File: src/rtl/core/rfb_pkg.sv
// Package for the reply frame builder: frame constants, item field types
// and the byte-wide reflected CRC-32 update. No dependencies.
package rfb_pkg;

    typedef logic [7:0]  t_byte;
    typedef logic [15:0] t_len;
    typedef logic [31:0] t_crc;

    localparam logic KIND_HEADER = 1'b0;
    localparam logic KIND_DATA   = 1'b1;

    localparam t_byte START_BYTE = 8'h55;
    localparam t_byte STOP_BYTE  = 8'hAA;
    localparam t_crc  CRC_POLY   = 32'hEDB8_8320;
    localparam t_crc  CRC_INIT   = 32'hFFFF_FFFF;

    // One byte through the reflected CRC-32, LSB first; flattens to an XOR net.
    function automatic t_crc crc_feed(input t_crc crc, input t_byte data);
        t_crc c;
        c = crc ^ {24'd0, data};
        for (int b = 0; b < 8; b++) begin
            c = c[0] ? ((c >> 1) ^ CRC_POLY) : (c >> 1);
        end
        return c;
    endfunction

endpackage

File: src/rtl/core/rfb_if.sv
// Handshake channels of the reply frame builder: request items in, frame
// bytes out. Depends on rfb_pkg for the field types.
interface rfb_req_if;
    logic                valid;
    logic                ready;
    logic                kind;
    rfb_pkg::t_byte      peer_addr;
    rfb_pkg::t_byte      own_addr;
    rfb_pkg::t_len       frame_length;
    rfb_pkg::t_byte      service;
    rfb_pkg::t_byte      command;
    rfb_pkg::t_byte      payload_count;
    rfb_pkg::t_byte      data_byte;

    modport source (output valid, kind, peer_addr, own_addr, frame_length, service,
                    command, payload_count, data_byte, input ready);
    modport sink   (input valid, kind, peer_addr, own_addr, frame_length, service,
                    command, payload_count, data_byte, output ready);
endinterface

interface rfb_rsp_if;
    logic                valid;
    logic                ready;
    rfb_pkg::t_byte      out_byte;
    logic                frame_end;

    modport source (output valid, out_byte, frame_end, input ready);
    modport sink   (input valid, out_byte, frame_end, output ready);
endinterface

File: src/rtl/core/reply_frame_builder_crc32_unit.sv
// Reply frame builder with reflected CRC-32, top level.
// Depends on rfb_pkg and the rfb_req_if / rfb_rsp_if channels.
//
// A header item opens a reply frame and produces 0x55, the two swapped
// addresses, the length (low byte first), service and command; each data
// item inside a frame produces its payload byte; the item that completes the
// frame (the last data item, or the header itself when the payload count is
// zero) also produces the four CRC bytes, least significant first, and
// 0xAA 0xAA, with frame_end high on the final 0xAA. Data items outside a
// frame are taken and dropped. The output port moves one byte per cycle while
// the output side is ready; an item carries one byte if it is a plain data
// item, seven if it is a header, six more if it closes a frame, and none if
// it is a dropped data item. The next item is taken in the cycle its
// predecessor hands over its last byte, and a byte waiting in the output
// register does not hold the input side back while the item register is
// free. The CRC is folded in one byte per cycle as the covered bytes go
// out, so the tail reads a settled value.
module reply_frame_builder_crc32_unit (
    input  logic         i_clk,
    input  logic         i_rst_n,
    rfb_req_if.sink      i_req,
    rfb_rsp_if.source    o_rsp
);
    import rfb_pkg::*;

    // Byte position within the item currently being sent.
    typedef enum logic [3:0] {
        SL_START, SL_PEER, SL_OWN, SL_LEN_LO, SL_LEN_HI, SL_SVC, SL_CMD,
        SL_DATA, SL_CRC0, SL_CRC1, SL_CRC2, SL_CRC3, SL_STOP0, SL_STOP1
    } t_slot;

    // Frame tracking state
    logic   r_in_frame;
    t_byte  r_bytes_left;
    t_crc   r_crc;

    // Item register
    logic   r_cur_vld;
    t_slot  r_slot;
    logic   r_tail;
    t_byte  r_peer;
    t_byte  r_own;
    t_len   r_len;
    t_byte  r_svc;
    t_byte  r_cmd;
    t_byte  r_data;

    // Output register
    logic   r_out_vld;
    t_byte  r_out_byte;
    logic   r_out_end;

    logic   move;
    logic   last;
    logic   accept;
    logic   load;
    logic   hdr_tail;
    logic   data_tail;
    t_slot  n_slot;
    t_byte  cur_byte;
    t_crc   n_crc;
    t_crc   crc_fin;

    assign crc_fin = r_crc ^ CRC_INIT;

    // Pick the byte of the current slot and the slot after it.
    always_comb begin
        cur_byte = STOP_BYTE;
        n_slot   = r_slot;
        last     = 1'b0;
        unique case (r_slot)
            SL_START:  begin cur_byte = START_BYTE; n_slot = SL_PEER; end
            SL_PEER:   begin cur_byte = r_peer;     n_slot = SL_OWN; end
            SL_OWN:    begin cur_byte = r_own;      n_slot = SL_LEN_LO; end
            SL_LEN_LO: begin cur_byte = r_len[7:0]; n_slot = SL_LEN_HI; end
            SL_LEN_HI: begin cur_byte = r_len[15:8]; n_slot = SL_SVC; end
            SL_SVC:    begin cur_byte = r_svc;      n_slot = SL_CMD; end
            SL_CMD: begin
                cur_byte = r_cmd;
                n_slot   = SL_CRC0;
                last     = !r_tail;
            end
            SL_DATA: begin
                cur_byte = r_data;
                n_slot   = SL_CRC0;
                last     = !r_tail;
            end
            SL_CRC0:   begin cur_byte = crc_fin[7:0];   n_slot = SL_CRC1; end
            SL_CRC1:   begin cur_byte = crc_fin[15:8];  n_slot = SL_CRC2; end
            SL_CRC2:   begin cur_byte = crc_fin[23:16]; n_slot = SL_CRC3; end
            SL_CRC3:   begin cur_byte = crc_fin[31:24]; n_slot = SL_STOP0; end
            SL_STOP0:  begin cur_byte = STOP_BYTE;      n_slot = SL_STOP1; end
            SL_STOP1:  begin cur_byte = STOP_BYTE;      last   = 1'b1; end
            default:   begin cur_byte = STOP_BYTE;      last   = 1'b1; end
        endcase
    end

    // Fold covered bytes into the CRC as they leave; the own (sender) address
    // restarts it, which also drops any abandoned frame.
    always_comb begin
        case (r_slot)
            SL_OWN:                                     n_crc = crc_feed(CRC_INIT, cur_byte);
            SL_LEN_LO, SL_LEN_HI, SL_SVC, SL_CMD, SL_DATA: n_crc = crc_feed(r_crc, cur_byte);
            default:                                    n_crc = r_crc;
        endcase
    end

    // Advance a byte whenever the output register is free or being emptied.
    assign move      = r_cur_vld && (!r_out_vld || o_rsp.ready);
    assign i_req.ready = !r_cur_vld || (move && last);
    assign accept    = i_req.valid && i_req.ready;
    assign load      = accept && ((i_req.kind == KIND_HEADER) || r_in_frame);
    assign hdr_tail  = (i_req.payload_count == 8'd0);
    assign data_tail = (r_bytes_left == 8'd1);

    always_ff @(posedge i_clk) begin
        if (!i_rst_n) begin
            r_in_frame   <= 1'b0;
            r_bytes_left <= 8'd0;
            r_crc        <= CRC_INIT;
            r_cur_vld    <= 1'b0;
            r_slot       <= SL_START;
            r_out_vld    <= 1'b0;
        end else begin
            // Frame tracking is settled at accept time.
            if (accept) begin
                if (i_req.kind == KIND_HEADER) begin
                    r_in_frame   <= !hdr_tail;
                    r_bytes_left <= i_req.payload_count;
                end else if (r_in_frame) begin
                    r_in_frame   <= !data_tail;
                    r_bytes_left <= r_bytes_left - 8'd1;
                end
            end

            if (move) begin
                r_crc <= n_crc;
            end

            // Item register: load a new item, step through slots, or drain.
            if (load) begin
                r_cur_vld <= 1'b1;
                r_slot    <= (i_req.kind == KIND_HEADER) ? SL_START : SL_DATA;
                r_tail    <= (i_req.kind == KIND_HEADER) ? hdr_tail : data_tail;
                r_peer    <= i_req.peer_addr;
                r_own     <= i_req.own_addr;
                r_len     <= i_req.frame_length;
                r_svc     <= i_req.service;
                r_cmd     <= i_req.command;
                r_data    <= i_req.data_byte;
            end else if (move) begin
                if (last) begin
                    r_cur_vld <= 1'b0;
                end else begin
                    r_slot <= n_slot;
                end
            end

            // Output register.
            if (move) begin
                r_out_vld  <= 1'b1;
                r_out_byte <= cur_byte;
                r_out_end  <= (r_slot == SL_STOP1);
            end else if (o_rsp.ready) begin
                r_out_vld  <= 1'b0;
            end
        end
    end

    assign o_rsp.valid     = r_out_vld;
    assign o_rsp.out_byte  = r_out_byte;
    assign o_rsp.frame_end = r_out_end;

`ifndef ASSERT_OFF
    // An open frame always expects at least one more payload byte.
    a_open_frame_count: assert property (@(posedge i_clk) disable iff (!i_rst_n)
        r_in_frame |-> (r_bytes_left != 8'd0))
        else $error("open frame with no payload bytes left");

    // Frame end only marks a stop byte.
    a_end_on_stop: assert property (@(posedge i_clk) disable iff (!i_rst_n)
        (r_out_vld && r_out_end) |-> (r_out_byte == STOP_BYTE))
        else $error("frame_end on a non-stop byte");

    // The CRC tail is entered only by an item that closes its frame.
    a_tail_owned: assert property (@(posedge i_clk) disable iff (!i_rst_n)
        (r_cur_vld && r_slot == SL_CRC0) |-> r_tail)
        else $error("CRC tail on an item that does not close the frame");

    // A byte moved to the output is visible in the next cycle.
    a_move_shows: assert property (@(posedge i_clk) disable iff (!i_rst_n)
        move |=> r_out_vld)
        else $error("moved byte lost");

    // Reset leaves the output empty.
    a_reset_empty: assert property (@(posedge i_clk)
        $past(!i_rst_n) |-> !r_out_vld)
        else $error("output valid straight after reset");
`endif

endmodule
File: src/flat_wrapper.sv
// flat-port wrapper written by rule: the top's interface ports become plain ports
module reply_frame_builder_crc32_unit_flat import rfb_pkg::*;
  (i_clk, i_rst_n, i_req_valid, i_req_kind, i_req_peer_addr, i_req_own_addr, i_req_frame_length, i_req_service, i_req_command, i_req_payload_count, i_req_data_byte, i_req_ready, o_rsp_valid, o_rsp_out_byte, o_rsp_frame_end, o_rsp_ready);
  rfb_req_if i_req_i ();
  rfb_rsp_if o_rsp_i ();
  input  logic i_clk;
  input  logic i_rst_n;
  input wire logic [$bits(i_req_i.valid)-1:0] i_req_valid;
  input wire logic [$bits(i_req_i.kind)-1:0] i_req_kind;
  input wire logic [$bits(i_req_i.peer_addr)-1:0] i_req_peer_addr;
  input wire logic [$bits(i_req_i.own_addr)-1:0] i_req_own_addr;
  input wire logic [$bits(i_req_i.frame_length)-1:0] i_req_frame_length;
  input wire logic [$bits(i_req_i.service)-1:0] i_req_service;
  input wire logic [$bits(i_req_i.command)-1:0] i_req_command;
  input wire logic [$bits(i_req_i.payload_count)-1:0] i_req_payload_count;
  input wire logic [$bits(i_req_i.data_byte)-1:0] i_req_data_byte;
  output wire logic [$bits(i_req_i.ready)-1:0] i_req_ready;
  output wire logic [$bits(o_rsp_i.valid)-1:0] o_rsp_valid;
  output wire logic [$bits(o_rsp_i.out_byte)-1:0] o_rsp_out_byte;
  output wire logic [$bits(o_rsp_i.frame_end)-1:0] o_rsp_frame_end;
  input wire logic [$bits(o_rsp_i.ready)-1:0] o_rsp_ready;
  assign i_req_i.valid = i_req_valid;
  assign i_req_i.kind = i_req_kind;
  assign i_req_i.peer_addr = i_req_peer_addr;
  assign i_req_i.own_addr = i_req_own_addr;
  assign i_req_i.frame_length = i_req_frame_length;
  assign i_req_i.service = i_req_service;
  assign i_req_i.command = i_req_command;
  assign i_req_i.payload_count = i_req_payload_count;
  assign i_req_i.data_byte = i_req_data_byte;
  assign i_req_ready = i_req_i.ready;
  assign o_rsp_valid = o_rsp_i.valid;
  assign o_rsp_out_byte = o_rsp_i.out_byte;
  assign o_rsp_frame_end = o_rsp_i.frame_end;
  assign o_rsp_i.ready = o_rsp_ready;
  reply_frame_builder_crc32_unit u_core (.i_clk(i_clk), .i_rst_n(i_rst_n), .i_req(i_req_i), .o_rsp(o_rsp_i));
endmodule
File: config.mk
export PLATFORM = sky130hd
export DESIGN_NAME = reply_frame_builder_crc32_unit_flat
export DESIGN_NICKNAME = d
export VERILOG_FILES = /design/src/rtl/core/rfb_pkg.sv /design/src/rtl/core/rfb_if.sv /design/src/rtl/core/reply_frame_builder_crc32_unit.sv /design/src/flat_wrapper.sv
export SDC_FILE = /design/constraint.sdc
export NUM_CORES = 1
export LEC_CHECK = 0
export BUFFER_PORTS_ARGS = -buffer_cell sky130_fd_sc_hd__buf_2
export CAP_MARGIN = 10
export CORE_MARGIN = 2
export CORE_UTILIZATION = 36
export DETAILED_ROUTE_END_ITERATION = 8
export PLACE_DENSITY = 0.64
export SLEW_MARGIN = 20
export SYNTH_ARGS = -nofsm -noshare
export SYNTH_HDL_FRONTEND = slang
export SYNTH_SLANG_ARGS = --single-unit
File: constraint.sdc
create_clock -name i_clk -period 3.4 [get_ports i_clk]
set_input_delay 0.51 -clock i_clk [delete_from_list [all_inputs] [get_ports i_clk]]
set_output_delay 0.51 -clock i_clk [all_outputs]
set_load 0.03 [all_outputs]
-- After elaboration in Yosys (flattened, before gate mapping)
Index checks and enable logic that the tools add are counted.
- add/subtract/negate cells: 1
- equality and inequality tests: 16
- multiplexer cells: 34
- bitwise gates (word level): 20
- reductions and logical operators: 28
- operators by type and width (kind ; number):
    32-bit 2-to-1 mux ; 16
    13-bit NOT with 14-bit output ; 16
    8-bit one-hot mux with 12 select lines ; 1
    32-bit one-hot mux with 2 select lines ; 1
    4-bit one-hot mux with 12 select lines ; 1
    32-bit NOT ; 1
    8-bit NOT with 32-bit output ; 1
    32-bit by 8-bit XOR with 32-bit output ; 1
    4-bit == test, second input constant ; 6
    4-bit by 3-bit == test with 1-bit output, second input constant ; 4
    8-bit 2-to-1 mux ; 2
    13-bit nonzero test ; 1
    4-bit 2-to-1 mux ; 3
    11-bit OR reduction ; 1
    2-bit AND reduction ; 5
    4-bit by 2-bit == test with 1-bit output, second input constant ; 2
    8-bit by 1-bit == test with 1-bit output, second input constant ; 1
    8-bit zero test ; 1
    1-bit 2-to-1 mux ; 8
    2-bit nonzero test ; 4
    8-bit by 1-bit subtractor with 8-bit output, second input constant ; 1
    1-bit zero test ; 5
    5-bit OR reduction ; 1
    4-bit by 1-bit == test with 1-bit output, second input constant ; 1
    10 further kinds ; 15
- flip-flop bits (word level): 113
- output and inout bits: 11
- word-level logic and storage cells: 114

-- Longest topological paths before layout
- depth after elaboration: 20
- gate-level depth with buffers: 13
- gate-level depth less buffers: 9

-- Least setup slack after synthesis
OpenSTA, ideal clock, no wires.
- kind: reg-to-reg
- from: reg u_core.r_slot[3]
- to: reg u_core.r_cmd[0] (enable)
- setup time: 421 ps
- data arrival time: 3739 ps
- slack: -760 ps
- stages on the path, launching flop included: 11
- path buffers: 4
- period minus slack after synthesis: 4160 ps
- cells stage by stage: dfxtp_1 > buf_2 > buf_2 > buf_2 > nor2b_1 > o21ai_0 > nand2_1 > o21ai_0 > and3_1 > clkbuf_1 > and2_1
- longest elaborated chain between the ends: 8
- ends and longest elaborated chain (item ; line ; source):
    start, declared ; reply_frame_builder_crc32_unit.sv:39 ; t_slot r_slot;
    start signal, assigned ; reply_frame_builder_crc32_unit.sv:143 ; r_slot <= (i_req.kind == KIND_HEADER) ? SL_START : SL_DATA;
    start signal, assigned ; reply_frame_builder_crc32_unit.sv:155 ; r_slot <= n_slot;
    4-bit == test (tied with other cells) ; reply_frame_builder_crc32_unit.sv:71 ; unique case (r_slot)
    11-bit OR reduction (no source line) or 2-bit OR reduction (tied branches) ; -- ;
    1-bit one-hot mux with 2 select lines (*) ; reply_frame_builder_crc32_unit.sv:71 ;
    1-bit logical AND (*) ; reply_frame_builder_crc32_unit.sv:110 ; assign i_req.ready = !r_cur_vld || (move && last);
    1-bit logical OR (*) ; reply_frame_builder_crc32_unit.sv:110 ;
    via i_req_ready ; flat_wrapper.sv:17 ; output wire logic [$bits(i_req_i.ready)-1:0] i_req_ready;
    1-bit logical AND (*) ; reply_frame_builder_crc32_unit.sv:111 ; assign accept = i_req.valid && i_req.ready;
    1-bit logical AND (*) ; reply_frame_builder_crc32_unit.sv:112 ; assign load = accept && ((i_req.kind == KIND_HEADER) || r_in_frame);
    2-bit AND reduction (no source line) (*) ; -- ;
    end signal, assigned ; reply_frame_builder_crc32_unit.sv:149 ; r_cmd <= i_req.command;
    end, declared ; reply_frame_builder_crc32_unit.sv:45 ; t_byte r_cmd;
The timed path passes the listed nets; every way through them passes the cells marked *.
A chain may end at the register's enable or synchronous reset.

-- Final worst setup path
- from: reg u_core.r_slot[0]
- to: reg u_core.r_crc[27]
- RTL lines (item ; line ; source):
    4-bit == test (tied with other cells) ; reply_frame_builder_crc32_unit.sv:71 ;
    8-bit one-hot mux with 12 select lines (*) ; reply_frame_builder_crc32_unit.sv:71 ;
    via u_core.cur_byte[1] ; reply_frame_builder_crc32_unit.sv:60 ; t_byte cur_byte;
    32-bit by 8-bit XOR with 32-bit output or 8-bit NOT with 32-bit output (tied branches) ; -- ;
    32-bit 2-to-1 mux (8 in a row) ; rfb_pkg.sv:22 ; c = c[0] ? ((c >> 1) ^ CRC_POLY) : (c >> 1);
    32-bit one-hot mux with 2 select lines (*) ; reply_frame_builder_crc32_unit.sv:101 ; case (r_slot)
    end signal, assigned ; reply_frame_builder_crc32_unit.sv:137 ; r_crc <= n_crc;
    end, declared ; reply_frame_builder_crc32_unit.sv:35 ; t_crc r_crc;
Marked as above.

==> flow_summary.ini <==
[sta]
fin_skew_ns = 0.00961
fmax_ghz = 0.311
fin_crit_sh_pct = 94.5
finalSetupTns_ns = 0
setup_ws_ns = 0.188
relSlewSlack_pct = 41.2
fin_crit_ns = 3.21
tightestPinTransition_ns = 0.879
rsz0062_at_grt = no
hold_viol = 0
setup_violations = 0
finalMaxSlewViolations = 0
timing.hold.ws_ns = 0.265

[clock_network]
max-clock-path-buffers = 2
hold_buffers = 0
cts_tree = yes
root_buffer = clkbuf_16
clock_sinks = 113
htree_levels = 4
postCtsSetupBuffers = 0
clkTransAtPathRegs_ns = 0.06
numCtsBuffers = 17
insertion_delay_ns = 0.42
cts_resized = 0

[grt]
grt_use_total_pct = 19.8
grt.overflow.total = 0
antenna_found_initial = 0
grt_pass1_wl_um = 27600
grt_max_degree = 37
grt_pass1_vias = 4890

[detailed_routing]
topRoutingLayerUsed = met4
antenna_left = 0
vias = 5033
dr.pass1.iters = 5
wl_met2_um = 7890
route.met3.wl_um = 1350
wl_per_cell_um = 18.7
drt-total-wl_um = 17600
drt_iter0_drc = 533
drt-met1-wl_um = 7970
via_per_inst = 5.34
drc_errors = 0

[synthesis]
synth-main-ff-cell = edfxtp_1
synth-edff-count = 66
ys_async_sr_fraction_pct = 0
ys_ff_latch = 113
synth_nets = 678
netlist_area_mm2 = 0.00642
ys.warnings.count = 0
seq_area_frac_synth_pct = 45.6
ys_types = 76
synth_cells = 607
avgSynthCellArea_um2 = 10.6

[worst_setup_path]
crit_fanout = 16
critPathLaunchType = flop
endpoint_kind = flop
arrival_ns = 3.53
criticalPathCategory = reg -> reg
cp.required_ns = 3.71

[placed_design]
gp_congestion = 0.932
pre_cts_ws_ns = 0.129
hpwlAfterDp_um = 13100
io_buffers = 79
placedCellCount = 911

[die]
core_mm2 = 0.0174
io_pins = 80
start_util_pct = 37.0
dieArea_mm2 = 0.0189
die_x_um = 138
die-height_um = 138
rows = 48

[layout]
nets = 776
final_layout_size_suffix_gt1_share_pct = 24.9
reg.largest.list = u_core.r_crc x32, u_core.r_len x16
area_growth_pct = 22.3
fin_cells = 943
largest_reg_flops = 32
antennaDiodeCount = 0
regMostFlops = u_core.r_crc

[run_status]
status = finished clean

[power]
vdd_drop_max_uv = 409
p_total_uw = 4970
p_leak_uw = 0.00308
power_density_mw_per_mm2 = 633

[job]
cap_violations = 0

[min_path]
min-delay-path-class = in -> reg
layout make-up:
cell class	instances	area, µm²
clock buffers	21	450
clock inverters	11	138
fillers	1584	9510
inverters	23	86.3
multi-input cells	429	3230
flip-flops and latches	113	2920
well taps	225	282
repair buffers	121	736
critical path: stages (launching register included):
cell	delay, ns
dfxtp_1	0.48
buf_4	0.33
inv_2	0.15
a221oi_1	0.37
buf_4	0.19
o221ai_4	0.13
xor2_4	0.26
xnor3_1	0.55
xnor2_1	0.19
o211a_1	0.22
o311ai_1	0.25
cell usage after synthesis (3+ instances only):
library cell | instances | area share (%)
and2_1 | 5 | 0.49
and3_1 | 7 | 0.68
clkbuf_1 | 23 | 1.3
dfxtp_1 | 47 | 15
buf_2 | 12 | 0.94
a21boi_0 | 4 | 0.47
inv_1 | 21 | 1.2
nor2_1 | 33 | 1.9
o21ai_0 | 19 | 1.5
o211ai_1 | 14 | 1.6
nand3_1 | 6 | 0.47
xnor2_1 | 77 | 11
and3b_1 | 3 | 0.41
a221oi_1 | 4 | 0.55
xor2_1 | 31 | 4.2
o22ai_1 | 11 | 1.1
o221a_2 | 6 | 1.1
a22oi_1 | 4 | 0.47
nor4_1 | 3 | 0.29
a211oi_1 | 3 | 0.35
or3_1 | 3 | 0.29
a32oi_1 | 3 | 0.41
nor2b_1 | 13 | 1.3
buf_4 | 3 | 0.35
o21a_1 | 3 | 0.35
buf_6 | 3 | 0.53
xor2_2 | 3 | 0.76
nand2_1 | 47 | 2.7
nor3b_1 | 4 | 0.47
mux2_2 | 4 | 0.70
mux2i_1 | 8 | 1.2
nor3_1 | 5 | 0.39
a31oi_1 | 12 | 1.2
xnor2_2 | 6 | 1.5
nor4b_1 | 3 | 0.41
xnor3_1 | 5 | 1.8
a21oi_1 | 25 | 2.0
o31a_1 | 3 | 0.41
o21ai_1 | 6 | 0.47
edfxtp_1 | 66 | 31
nand2b_1 | 7 | 0.68
cells by family (layout without fill, tap and decap cells):
| family | Yosys count | count (layout) | synth area share, % |
|---|---|---|---|
| buffers and inverters | 65 | 176 | 4.56 |
| DFF | 113 | 113 | 45.6 |
| muxes | 13 | 13 | 2.30 |
| AOI/OAI and AO/OA | 144 | 144 | 16.5 |
| and+or+nand+nor | 147 | 147 | 11.6 |
| xor gates and xnor gates | 123 | 123 | 19.1 |
| adders and majority gates | 2 | 2 | 0.390 |
cells in the final DEF, fill, tap and decap left out, types with 4 or more instances in the layout:
master       n
a21boi_0     4
a31oi_1     12
mux2i_1      8
inv_1       21
o211ai_1    14
nor2_1      33
o21ai_1      6
o21ai_0     19
xnor3_1      5
dfxtp_1     46
buf_4       40
edfxtp_1    66
and2_1       4
a21oi_1     25
a221oi_1     4
and3_1       7
xnor2_1     76
nor3_1       5
clkinvlp_4   4
clkbuf_16   17
nand2_1     47
o22ai_1     11
xnor2_2      6
nand3_1      6
nor3b_1      4
mux2_2       4
xor2_1      31
nor2b_1     13
a22oi_1      4
o221a_2      6
nand2b_1     7
buf_2       79
final timing paths:
check,startpoint,to,slack (ns),depth (start not counted)
max reg2reg,u_core.r_slot[0]$_SDFFE_PN0P_,u_core.r_crc[27]$_SDFFE_PN1P_,0.19,10
min reg2reg,u_core.r_in_frame$_SDFFE_PN0N_,u_core.r_in_frame$_SDFFE_PN0N_,0.48,2
max,u_core.r_slot[0]$_SDFFE_PN0P_,u_core.r_crc[27]$_SDFFE_PN1P_,0.19,10
min,i_req_peer_addr[6],u_core.r_peer[6]$_DFFE_PP_,0.26,1
where the power goes:
| group | internal [µW] | total [µW] | switching [µW] |
|---|---|---|---|
| Combinational | 747 | 1610 | 864 |
| Sequential | 1520 | 1580 | 55.4 |
| Clock | 1160 | 1780 | 619 |
| Total | 3430 | 4970 | 1540 |
metal layers:
metal	GRT usage, %	vias up
met4	8.13	0
li1	-	2383
met5	0	-
met3	4.67	30
met2	29.4	211
met1	27.8	2409
per-stage QoR:
stage / util, % / instance area (µm²)
floorplan: - / 6420
global placement: 41.7 / 7230
detailed placement: 41.7 / 7230
CTS: 45.0 / 7820
global route: 45.2 / 7850
finish: 45.2 / 7850
(Power assumes the default switching activity.)
